[config.mk]
export PLATFORM = sky130hd
export DESIGN_NAME = flow_packet_stats_recorder_core
export DESIGN_NICKNAME = d
export VERILOG_FILES = /design/src/hdl/fpsr_pkg.sv /design/src/hdl/flow_packet_stats_recorder_core.sv /design/src/hdl/fpsr_entry_mem.sv /design/src/hdl/fpsr_dir_state.sv
export SDC_FILE = /design/constraint.sdc
export NUM_CORES = 2
export LEC_CHECK = 0
export BUFFER_PORTS_ARGS = -buffer_cell sky130_fd_sc_hd__buf_4
export CAP_MARGIN = 20
export CORE_UTILIZATION = 45
export CTS_BUF_LIST = sky130_fd_sc_hd__clkbuf_4 sky130_fd_sc_hd__clkbuf_8 sky130_fd_sc_hd__clkbuf_16
export DETAILED_ROUTE_END_ITERATION = 8
export GPL_TIMING_DRIVEN = 0
export PLACE_DENSITY_LB_ADDON = 0.1
export SKIP_LAST_GASP = 1
export SLEW_MARGIN = 0
export SYNTH_ARGS = -nofsm -noshare
export SYNTH_HDL_FRONTEND = slang
export SYNTH_SLANG_ARGS = --single-unit
[constraint.sdc]
create_clock -name clk -period 26.9 [get_ports clk]
set_input_delay 2.69 -clock clk [delete_from_list [all_inputs] [get_ports clk]]
set_output_delay 2.69 -clock clk [all_outputs]
set_load 0.005 [all_outputs]
[src/hdl/fpsr_pkg.sv]
// types and constants for the flow packet statistics recorder
// no dependencies; used by every recorder module
package fpsr_pkg;

  // command codes; the unused fourth code behaves as a read
  localparam logic [1:0] CMD_PKT      = 2'd0;
  localparam logic [1:0] CMD_NEW      = 2'd1;
  localparam logic [1:0] CMD_READ     = 2'd2;
  localparam logic [1:0] CMD_READ_ALT = 2'd3;

  // configuration register indexes
  localparam logic [1:0] REG_SKIP_DUP  = 2'd0;
  localparam logic [1:0] REG_INC_ZERO  = 2'd1;

  localparam logic [7:0]  PROTO_TCP  = 8'd6;
  // largest backward distance that still counts as not ahead
  localparam logic [31:0] WRAP_LIMIT = 32'd4252017623;

  typedef enum logic [2:0] {
    ST_RECORDED   = 3'd0,
    ST_DUP_DROP   = 3'd1,
    ST_ZERO_DROP  = 3'd2,
    ST_LIST_FULL  = 3'd3,
    ST_READ_OK    = 3'd4,
    ST_READ_EMPTY = 3'd5
  } status_t;

  // one stored packet record
  typedef struct packed {
    logic [15:0] size;
    logic [7:0]  flags;
    logic [31:0] seconds;
    logic [19:0] micros;
    logic        client;
  } entry_t;

  // tcp header snapshot kept per direction
  typedef struct packed {
    logic [31:0] seq;
    logic [31:0] ack;
    logic [15:0] len;
    logic [7:0]  flags;
  } tcp_snap_t;

  // update request to the per-direction state
  typedef struct packed {
    logic clear;
    logic write;
    logic dir;
  } dir_upd_t;

endpackage

[src/hdl/flow_packet_stats_recorder_core.sv]
// flow packet statistics recorder, top level
// depends on fpsr_pkg, fpsr_entry_mem and fpsr_dir_state
//
// Usage: a descriptor beat is taken on the edge where start is high and busy
// is low. busy is high for the one execute cycle that follows, so a new beat
// is taken only once busy falls again. In the execute cycle the registered
// descriptor is checked against the per-direction snapshot and the entry
// memory is written (record) or its read data, fetched at the accept edge, is
// used (read). The result is registered: out_valid pulses for one cycle,
// registered from busy, with status, slot, count and entry fields. There is no
// result back-pressure; the receiver must take every beat.
// The config channel (cfg_valid/cfg_ready, cfg_index, cfg_wdata) is always
// ready; the user must write it only while the block is idle, which the block
// itself does not enforce. Reset (rst_n low, synchronous) clears config, entry
// count and the per-direction snapshot; entry memory contents are left as they
// are, and their read data is never used for a slot before it is written.
module flow_packet_stats_recorder_core #(
  parameter int MAX_ENTRIES = 32
) (
  input  logic              clk,
  input  logic              rst_n,
  // command channel
  input  logic              start,
  output logic              busy,
  input  logic [1:0]        in_command,
  input  logic              in_from_client,
  input  logic [7:0]        in_ip_protocol,
  input  logic [31:0]       in_seq_number,
  input  logic [31:0]       in_ack_number,
  input  logic [15:0]       in_payload_len,
  input  logic [15:0]       in_orig_payload_len,
  input  logic [7:0]        in_tcp_flags,
  input  logic [31:0]       in_time_seconds,
  input  logic [19:0]       in_time_micros,
  input  logic [4:0]        in_read_slot,
  // result channel
  output logic              out_valid,
  output logic [2:0]        out_status,
  output logic [4:0]        out_slot,
  output logic [5:0]        out_entry_count,
  output logic [15:0]       out_entry_size,
  output logic [7:0]        out_entry_flags,
  output logic [31:0]       out_entry_seconds,
  output logic [19:0]       out_entry_micros,
  output logic signed [1:0] out_entry_direction,
  // configuration channel
  input  logic              cfg_valid,
  output logic              cfg_ready,
  input  logic [1:0]        cfg_index,
  input  logic              cfg_wdata
);

  localparam int CNT_W = $clog2(MAX_ENTRIES + 1);
  localparam int AW    = (MAX_ENTRIES > 1) ? $clog2(MAX_ENTRIES) : 1;
  localparam int CMP_W = (CNT_W > 5) ? CNT_W : 5;

  // control state
  logic             busy_r;
  logic             skip_dup_r;
  logic             inc_zero_r;
  logic [CNT_W-1:0] count_r;
  logic [CNT_W-1:0] count_nxt;
  logic             out_valid_r;

  // captured descriptor
  logic [1:0]  cmd_r;
  logic        client_r;
  logic [7:0]  proto_r;
  logic [31:0] seq_r;
  logic [31:0] ack_r;
  logic [15:0] plen_r;
  logic [15:0] olen_r;
  logic [7:0]  flags_r;
  logic [31:0] secs_r;
  logic [19:0] usec_r;
  logic [4:0]  rslot_r;

  // result registers
  fpsr_pkg::status_t status_r, status_nxt;
  logic [4:0]        slot_r, slot_nxt;
  logic [5:0]        ecount_r, ecount_nxt;
  logic [15:0]       esize_r, esize_nxt;
  logic [7:0]        eflags_r, eflags_nxt;
  logic [31:0]       esecs_r, esecs_nxt;
  logic [19:0]       eusec_r, eusec_nxt;
  logic signed [1:0] edir_r, edir_nxt;

  logic                accept;
  logic                cfg_wr;
  logic                is_read;
  logic                new_flow;
  logic [CNT_W-1:0]    count_eff;
  logic                has_room;
  logic                read_hit;
  logic                dup;
  logic                zero_drop;
  logic                dir_match;
  logic                mem_wr;
  fpsr_pkg::entry_t    wr_entry;
  fpsr_pkg::entry_t    rd_entry;
  fpsr_pkg::dir_upd_t  dir_upd;
  fpsr_pkg::tcp_snap_t cur_snap;

  assign accept    = start && !busy_r;
  assign busy      = busy_r;
  assign cfg_ready = 1'b1;
  assign cfg_wr    = cfg_valid && cfg_ready;

  // busy for the single execute cycle after each accepted beat
  always_ff @(posedge clk) begin
    if (!rst_n) begin
      busy_r      <= 1'b0;
      out_valid_r <= 1'b0;
      count_r     <= '0;
    end else begin
      busy_r      <= accept;
      out_valid_r <= busy_r;
      count_r     <= count_nxt;
    end
  end

  // configuration registers
  always_ff @(posedge clk) begin
    if (!rst_n) begin
      skip_dup_r <= 1'b0;
      inc_zero_r <= 1'b0;
    end else if (cfg_wr) begin
      if (cfg_index == fpsr_pkg::REG_SKIP_DUP) begin
        skip_dup_r <= cfg_wdata;
      end
      if (cfg_index == fpsr_pkg::REG_INC_ZERO) begin
        inc_zero_r <= cfg_wdata;
      end
    end
  end

  // capture the descriptor beat
  always_ff @(posedge clk) begin
    if (accept) begin
      cmd_r    <= in_command;
      client_r <= in_from_client;
      proto_r  <= in_ip_protocol;
      seq_r    <= in_seq_number;
      ack_r    <= in_ack_number;
      plen_r   <= in_payload_len;
      olen_r   <= in_orig_payload_len;
      flags_r  <= in_tcp_flags;
      secs_r   <= in_time_seconds;
      usec_r   <= in_time_micros;
      rslot_r  <= in_read_slot;
    end
  end

  // entry store, read address issued at the accept edge
  fpsr_entry_mem #(
    .DEPTH (MAX_ENTRIES),
    .AW    (AW)
  ) u_mem (
    .clk     (clk),
    .wr_en   (mem_wr),
    .wr_addr (AW'(count_eff)),
    .wr_data (wr_entry),
    .rd_en   (accept),
    .rd_addr (AW'(in_read_slot)),
    .rd_data (rd_entry)
  );

  assign cur_snap = '{seq: seq_r, ack: ack_r, len: plen_r, flags: flags_r};

  fpsr_dir_state u_dir (
    .clk     (clk),
    .rst_n   (rst_n),
    .upd     (dir_upd),
    .cur     (cur_snap),
    .dir_sel (!client_r),
    .match   (dir_match)
  );

  // execute-cycle decode
  assign is_read   = (cmd_r == fpsr_pkg::CMD_READ) || (cmd_r == fpsr_pkg::CMD_READ_ALT);
  assign new_flow  = (cmd_r == fpsr_pkg::CMD_NEW);
  assign count_eff = new_flow ? '0 : count_r;
  assign has_room  = count_eff < CNT_W'(MAX_ENTRIES);
  assign read_hit  = (CMP_W'(rslot_r) < CMP_W'(count_r)) &&
                     (CMP_W'(rslot_r) < CMP_W'(MAX_ENTRIES));
  assign dup       = skip_dup_r && (proto_r == fpsr_pkg::PROTO_TCP) && dir_match &&
                     (count_eff != '0);
  assign zero_drop = (plen_r == 16'd0) && !inc_zero_r;

  assign wr_entry = '{size: olen_r, flags: flags_r, seconds: secs_r, micros: usec_r,
                      client: client_r};

  // result and state update for the beat in execute
  always_comb begin
    count_nxt     = count_r;
    mem_wr        = 1'b0;
    dir_upd       = '0;
    dir_upd.dir   = !client_r;
    status_nxt    = fpsr_pkg::ST_RECORDED;
    slot_nxt      = '0;
    ecount_nxt    = '0;
    esize_nxt     = '0;
    eflags_nxt    = '0;
    esecs_nxt     = '0;
    eusec_nxt     = '0;
    edir_nxt      = 2'sb00;
    if (busy_r) begin
      if (is_read) begin
        slot_nxt   = rslot_r;
        ecount_nxt = 6'(count_r);
        if (read_hit) begin
          status_nxt = fpsr_pkg::ST_READ_OK;
          esize_nxt  = rd_entry.size;
          eflags_nxt = rd_entry.flags;
          esecs_nxt  = rd_entry.seconds;
          eusec_nxt  = rd_entry.micros;
          edir_nxt   = rd_entry.client ? 2'sb01 : 2'sb11;
        end else begin
          status_nxt = fpsr_pkg::ST_READ_EMPTY;
        end
      end else begin
        dir_upd.clear = new_flow;
        count_nxt     = count_eff;
        if (dup) begin
          status_nxt = fpsr_pkg::ST_DUP_DROP;
        end else begin
          dir_upd.write = 1'b1;
          if (zero_drop) begin
            status_nxt = fpsr_pkg::ST_ZERO_DROP;
          end else if (has_room) begin
            mem_wr     = 1'b1;
            count_nxt  = count_eff + CNT_W'(1);
            status_nxt = fpsr_pkg::ST_RECORDED;
            slot_nxt   = 5'(count_eff);
            esize_nxt  = olen_r;
            eflags_nxt = flags_r;
            esecs_nxt  = secs_r;
            eusec_nxt  = usec_r;
            edir_nxt   = client_r ? 2'sb01 : 2'sb11;
          end else begin
            status_nxt = fpsr_pkg::ST_LIST_FULL;
          end
        end
        ecount_nxt = 6'(count_nxt);
      end
    end
  end

  // result beat register
  always_ff @(posedge clk) begin
    if (busy_r) begin
      status_r <= status_nxt;
      slot_r   <= slot_nxt;
      ecount_r <= ecount_nxt;
      esize_r  <= esize_nxt;
      eflags_r <= eflags_nxt;
      esecs_r  <= esecs_nxt;
      eusec_r  <= eusec_nxt;
      edir_r   <= edir_nxt;
    end
  end

  assign out_valid           = out_valid_r;
  assign out_status          = status_r;
  assign out_slot            = slot_r;
  assign out_entry_count     = ecount_r;
  assign out_entry_size      = esize_r;
  assign out_entry_flags     = eflags_r;
  assign out_entry_seconds   = esecs_r;
  assign out_entry_micros    = eusec_r;
  assign out_entry_direction = edir_r;

endmodule

[src/hdl/fpsr_entry_mem.sv]
// entry store of the recorder: one write port, one registered read port
// depends on fpsr_pkg for the entry record type
module fpsr_entry_mem #(
  parameter int DEPTH = 32,
  parameter int AW    = 5
) (
  input  logic            clk,
  input  logic            wr_en,
  input  logic [AW-1:0]   wr_addr,
  input  fpsr_pkg::entry_t wr_data,
  input  logic            rd_en,
  input  logic [AW-1:0]   rd_addr,
  output fpsr_pkg::entry_t rd_data
);

  fpsr_pkg::entry_t mem [DEPTH];
  fpsr_pkg::entry_t rd_data_r;

  // write port
  always_ff @(posedge clk) begin
    if (wr_en) begin
      mem[wr_addr] <= wr_data;
    end
  end

  // read port, registered
  always_ff @(posedge clk) begin
    if (rd_en) begin
      rd_data_r <= mem[rd_addr];
    end
  end

  assign rd_data = rd_data_r;

endmodule

[src/hdl/fpsr_dir_state.sv]
// per-direction tcp snapshot and retransmission match
// depends on fpsr_pkg for snapshot, update struct and wrap limit
module fpsr_dir_state (
  input  logic                clk,
  input  logic                rst_n,
  input  fpsr_pkg::dir_upd_t  upd,
  input  fpsr_pkg::tcp_snap_t cur,
  input  logic                dir_sel,
  output logic                match
);

  fpsr_pkg::tcp_snap_t last_r [2];
  fpsr_pkg::tcp_snap_t last_sel;

  // cur is not ahead of last when behind it by no more than the wrap limit
  function automatic logic not_ahead(logic [31:0] c, logic [31:0] l);
    logic [31:0] diff;
    diff = l - c;
    return (c <= l) && (diff <= fpsr_pkg::WRAP_LIMIT);
  endfunction

  // clear on a new flow, then store the packet of the chosen direction
  always_ff @(posedge clk) begin
    if (!rst_n) begin
      last_r[0] <= '0;
      last_r[1] <= '0;
    end else begin
      for (int i = 0; i < 2; i++) begin
        if (upd.write && (upd.dir == 1'(i))) begin
          last_r[i] <= cur;
        end else if (upd.clear) begin
          last_r[i] <= '0;
        end
      end
    end
  end

  // compare against the snapshot of the packet's direction
  always_comb begin
    last_sel = last_r[dir_sel];
    match = not_ahead(cur.seq, last_sel.seq) && not_ahead(cur.ack, last_sel.ack) &&
            (cur.len == last_sel.len) && (cur.flags == last_sel.flags);
  end

endmodule

==> flow_metrics.env <==
export IMPL_cp_start_kind="register"
export IMPL_grt_antenna_before_repair=11
export IMPL_regToRegSetupSlack_ns=16.36
export IMPL_drc=0
export IMPL_ys_ff_latch=2991
export IMPL_post_cts_buffers=0
export IMPL_power_density_nw_per_um2=72.63
export IMPL_final_net_count=7202
export IMPL_syn_inst=6076
export IMPL_rows=188
export IMPL_die_y_um=517.4
export IMPL_die_width_um=517.4
export IMPL_cts_hold_buffers=0
export IMPL_clkLatencyLatePin_ns=0.88
export IMPL_drive_gt1_share_pct=28.93
export IMPL_clock_sinks=2991
export IMPL_holdCritPathClass="register to register"
export IMPL_grt_ovfl_total=0
export IMPL_layout_cells_most_common="edfxtp_1"
export IMPL_clock_skew_final_ns=0.07483
export IMPL_end_kind="register"
export IMPL_synthDistinctLibCells=84
export IMPL_antenna_left=0
export IMPL_vias=64434
export IMPL_gp_congestion=0.8770
export IMPL_critPathArrivalTime_ns=11.09
export IMPL_p_int_mw=8.075
export IMPL_timing_rr_end="u_mem.mem[12][33]"
export IMPL_yosysSeqAreaShare_pct=74.30
export IMPL_dp_hpwl_um=229800
export IMPL_comb_power_share_pct=6.1
export IMPL_multi_input_area_sq_um=28880
export IMPL_grt_usage_pct=25.76
export IMPL_die_area_sq_um=267700
export IMPL_cap_viol_max_count=0
export IMPL_p_clk_share_pct=43.1
export IMPL_cts_buffers=326
export IMPL_cts_htree_levels=5
export IMPL_start_util_pct=45.42
export IMPL_vias_per_cell=6.017
export IMPL_outcome="finished clean"
export IMPL_p_leak_nw=46.00
export IMPL_sw_frac_of_total_pct=21.79
export IMPL_synth_edf_count=2893
export IMPL_wl_um=345300
export IMPL_finalCriticalPeriod_ns=10.54
export IMPL_worstHoldStart="u_mem.rd_data[66]"
export IMPL_syn_area_sq_um=119600
export IMPL_finalWorstSetupSlack_ns=16.36
export IMPL_cts_repair_resized=0
export IMPL_fin_util_pct=54.00
export IMPL_timing_final_crit_share_pct=39.18
export IMPL_grt_max_degree=49
export IMPL_vdd_drop_max_mv=0.06210
export IMPL_grt_pass1_wl_um=484600
export IMPL_core_area_sq_um=263200
export IMPL_avgSynthCellArea_sq_um=19.68
export IMPL_final_seq_area_sq_um=88840
export IMPL_max_slew_margin_rel_pct=21.70
export IMPL_p_seq_share_pct=50.8
export IMPL_netSwitchingPower_mw=2.250
export IMPL_cts_root_buf="clkbuf_16"
export IMPL_clock_path_buffers=4
export IMPL_dp_slack_ns=16.44
export IMPL_reg2reg_from="client_r"
export IMPL_wl_per_cell_um=32.25
export IMPL_reg2reg_depth=26
export IMPL_fmax_mhz=94.88
export IMPL_path_clk_slew_ns=0.06
export IMPL_syn_nets=6332
export IMPL_finalSetupViolCount=0
export IMPL_rsz0062_at_grt="no"
export IMPL_ys_warn_count=0
export IMPL_tightest_slew_ns=1.174
export IMPL_num_io_pins=274
export IMPL_fillers=20336
export IMPL_finalMaxSlewViolations=0
export IMPL_port_buffers=271
export IMPL_mostFrequentLayoutCells="edfxtp_1 (2,893), mux4_2 (770), clkbuf_16 (335)"
export IMPL_cts_tree="built"
export IMPL_min_to="out_entry_size[5]"
export IMPL_critical_path_class="register to register"
export IMPL_drt_iter0_drc=6979
export IMPL_min_path_cells=1
export IMPL_grt_pass1_vias=64708
export IMPL_required_ns=27.45
export IMPL_cp_max_fo=18
export IMPL_async_flop_share_pct=0
export IMPL_yosys_most_used_dff="edfxtp_1"
export IMPL_firstDrtPassIters=5
export IMPL_hold_viol=0
export IMPL_syn_to_final_growth_pct=18.90
## registers in the layout, summed over array words and instances (netlist names), 5 cells and up
name               count
ack_r                 32
rslot_r                5
u_dir.last_r         176
out_entry_count        6
out_entry_micros      20
proto_r                8
out_entry_size        16
olen_r                16
flags_r                8
out_entry_flags        8
out_entry_seconds     32
plen_r                16
seq_r                 32
secs_r                32
u_mem.rd_data         77
count_r                6
usec_r                20
out_slot               5
u_mem.mem           2464
## critical path, stage by stage (launching register included)
cell and delay, ns:
edfxtp_1 0.76, buf_1 0.61, buf_1 0.71, clkbuf_1 0.89, clkbuf_1 0.47, nand2_1 0.08
o21ai_0 0.11, ha_1 0.26, clkbuf_1 0.19, a21o_1 0.25, a21oi_1 0.43, a211oi_1 0.20
a211oi_1 0.62, mux2i_1 0.28, nand4_1 0.11, nor3_1 0.17, nand4_1 0.27, or2_2 0.36
clkbuf_1 0.42, o21a_4 0.39, buf_2 0.19, or4_1 0.52, buf_2 0.28, nor2_4 0.76
buf_12 0.29, buf_12 0.23, buf_12 0.23
## layer usage
metal / part of all wire (%) / up-vias / routed length [um] / track usage, %
met5: 0.0032 / - / 11 / 0
met4: 2.6 / 2 / 8987 / 6.759
met2: 48 / 2547 / 166700 / 41.85
li1: - / 26683 / - / -
met3: 6.9 / 469 / 23820 / 4.030
met1: 42 / 34733 / 145800 / 36.38
## area by class of cell
type                    instances  share of cell area (%)
diodes                          8                 0.01408
plain buffers                 368                   1.029
clock buffers                 410                   6.302
clock inverters               158                   1.135
inverters                     178                  0.4700
multi-input cells            2539                   20.32
flip-flops and latches       2991                   62.50
well taps                    3515                   3.094
repair buffers                542                   5.140
## synth_stat cells (all sizes together), types with 4 or more instances
cell type | number | area share (%)
o41ai | 4 | 0.029
or4 | 7 | 0.047
nand4 | 25 | 0.13
clkbuf | 293 | 0.92
mux4 | 770 | 15
edfxtp | 2893 | 73
a21o | 14 | 0.088
and4 | 6 | 0.044
ha | 75 | 0.78
nor2b | 7 | 0.037
nor3 | 30 | 0.13
nand2b | 11 | 0.060
mux2 | 78 | 0.74
mux2i | 33 | 0.28
dfxtp | 98 | 1.6
a22o | 80 | 0.59
o211ai | 11 | 0.069
inv | 178 | 0.56
a311oi | 4 | 0.029
o31ai | 96 | 0.60
a31oi | 11 | 0.058
or3 | 8 | 0.042
and3 | 9 | 0.047
a21boi | 7 | 0.044
nor4 | 76 | 0.40
xnor2 | 41 | 0.30
nand2 | 228 | 0.72
or2 | 93 | 0.49
and2 | 30 | 0.16
nand3 | 105 | 0.44
a21oi | 175 | 0.74
o2111ai | 5 | 0.037
o21bai | 7 | 0.044
a211o | 8 | 0.059
o21ai | 201 | 0.84
o221ai | 7 | 0.057
nor2 | 176 | 0.55
o31a | 6 | 0.044
buf | 75 | 0.28
o21a | 13 | 0.088
a211oi | 10 | 0.063
xor2 | 24 | 0.18
## logic make-up (layout without fill, tap and decap cells)
logic type      count (synthesis)  after routing  synth area share [%]
compound gates                688            688                 3.710
xor+xnor                       65             65                0.4762
fa+ha+maj                      77             77                0.8184
buf+inv                       546           1656                 1.762
flops                        2991           2991                 74.30
mux                           881            881                 15.52
other cells                     1              9              0.003137
simple gates                  827            827                 3.406
## power by group through the flow
stage,clock network (mW),logic [mW],registers [mW]
after floorplan,0,0.349,5.33
after global placement,0,0.566,5.38
after detailed placement,0,0.613,5.35
after CTS,4.53,0.616,5.25
after global routing,4.69,0.664,5.25
final,4.45,0.625,5.25
## worst max path at each step
| stage | startpoint | cells after the start | to | slack, ns |
|---|---|---|---|---|
| floorplan | client_r | 22 | u_dir.last_r[0][0] | 10.49 |
| global placement | client_r | 21 | u_dir.last_r[0][32] | -0.01 |
| detailed placement | client_r | 26 | u_mem.mem[12][33] | 16.44 |
| CTS | client_r | 26 | u_mem.mem[12][33] | 16.41 |
| global route | client_r | 26 | u_mem.mem[12][33] | 16.07 |
| finish | client_r | 26 | u_mem.mem[12][33] | 16.36 |
## per-stage QoR
step	std cells	power [mW]	TNS [ns]	instance area, sq um	hold slack, ns
finish	10709	10.32	0	142100	0.5312
global route	10703	10.61	0	142100	0.5481
CTS	10677	10.40	0	141700	0.5308
detailed placement	10109	5.964	0	131100	0.5178
global placement	9862	5.945	-0.2680	126000	0.5203
floorplan	6076	5.679	0	119600	0.4600
Power figures use the tool's default switching activity.
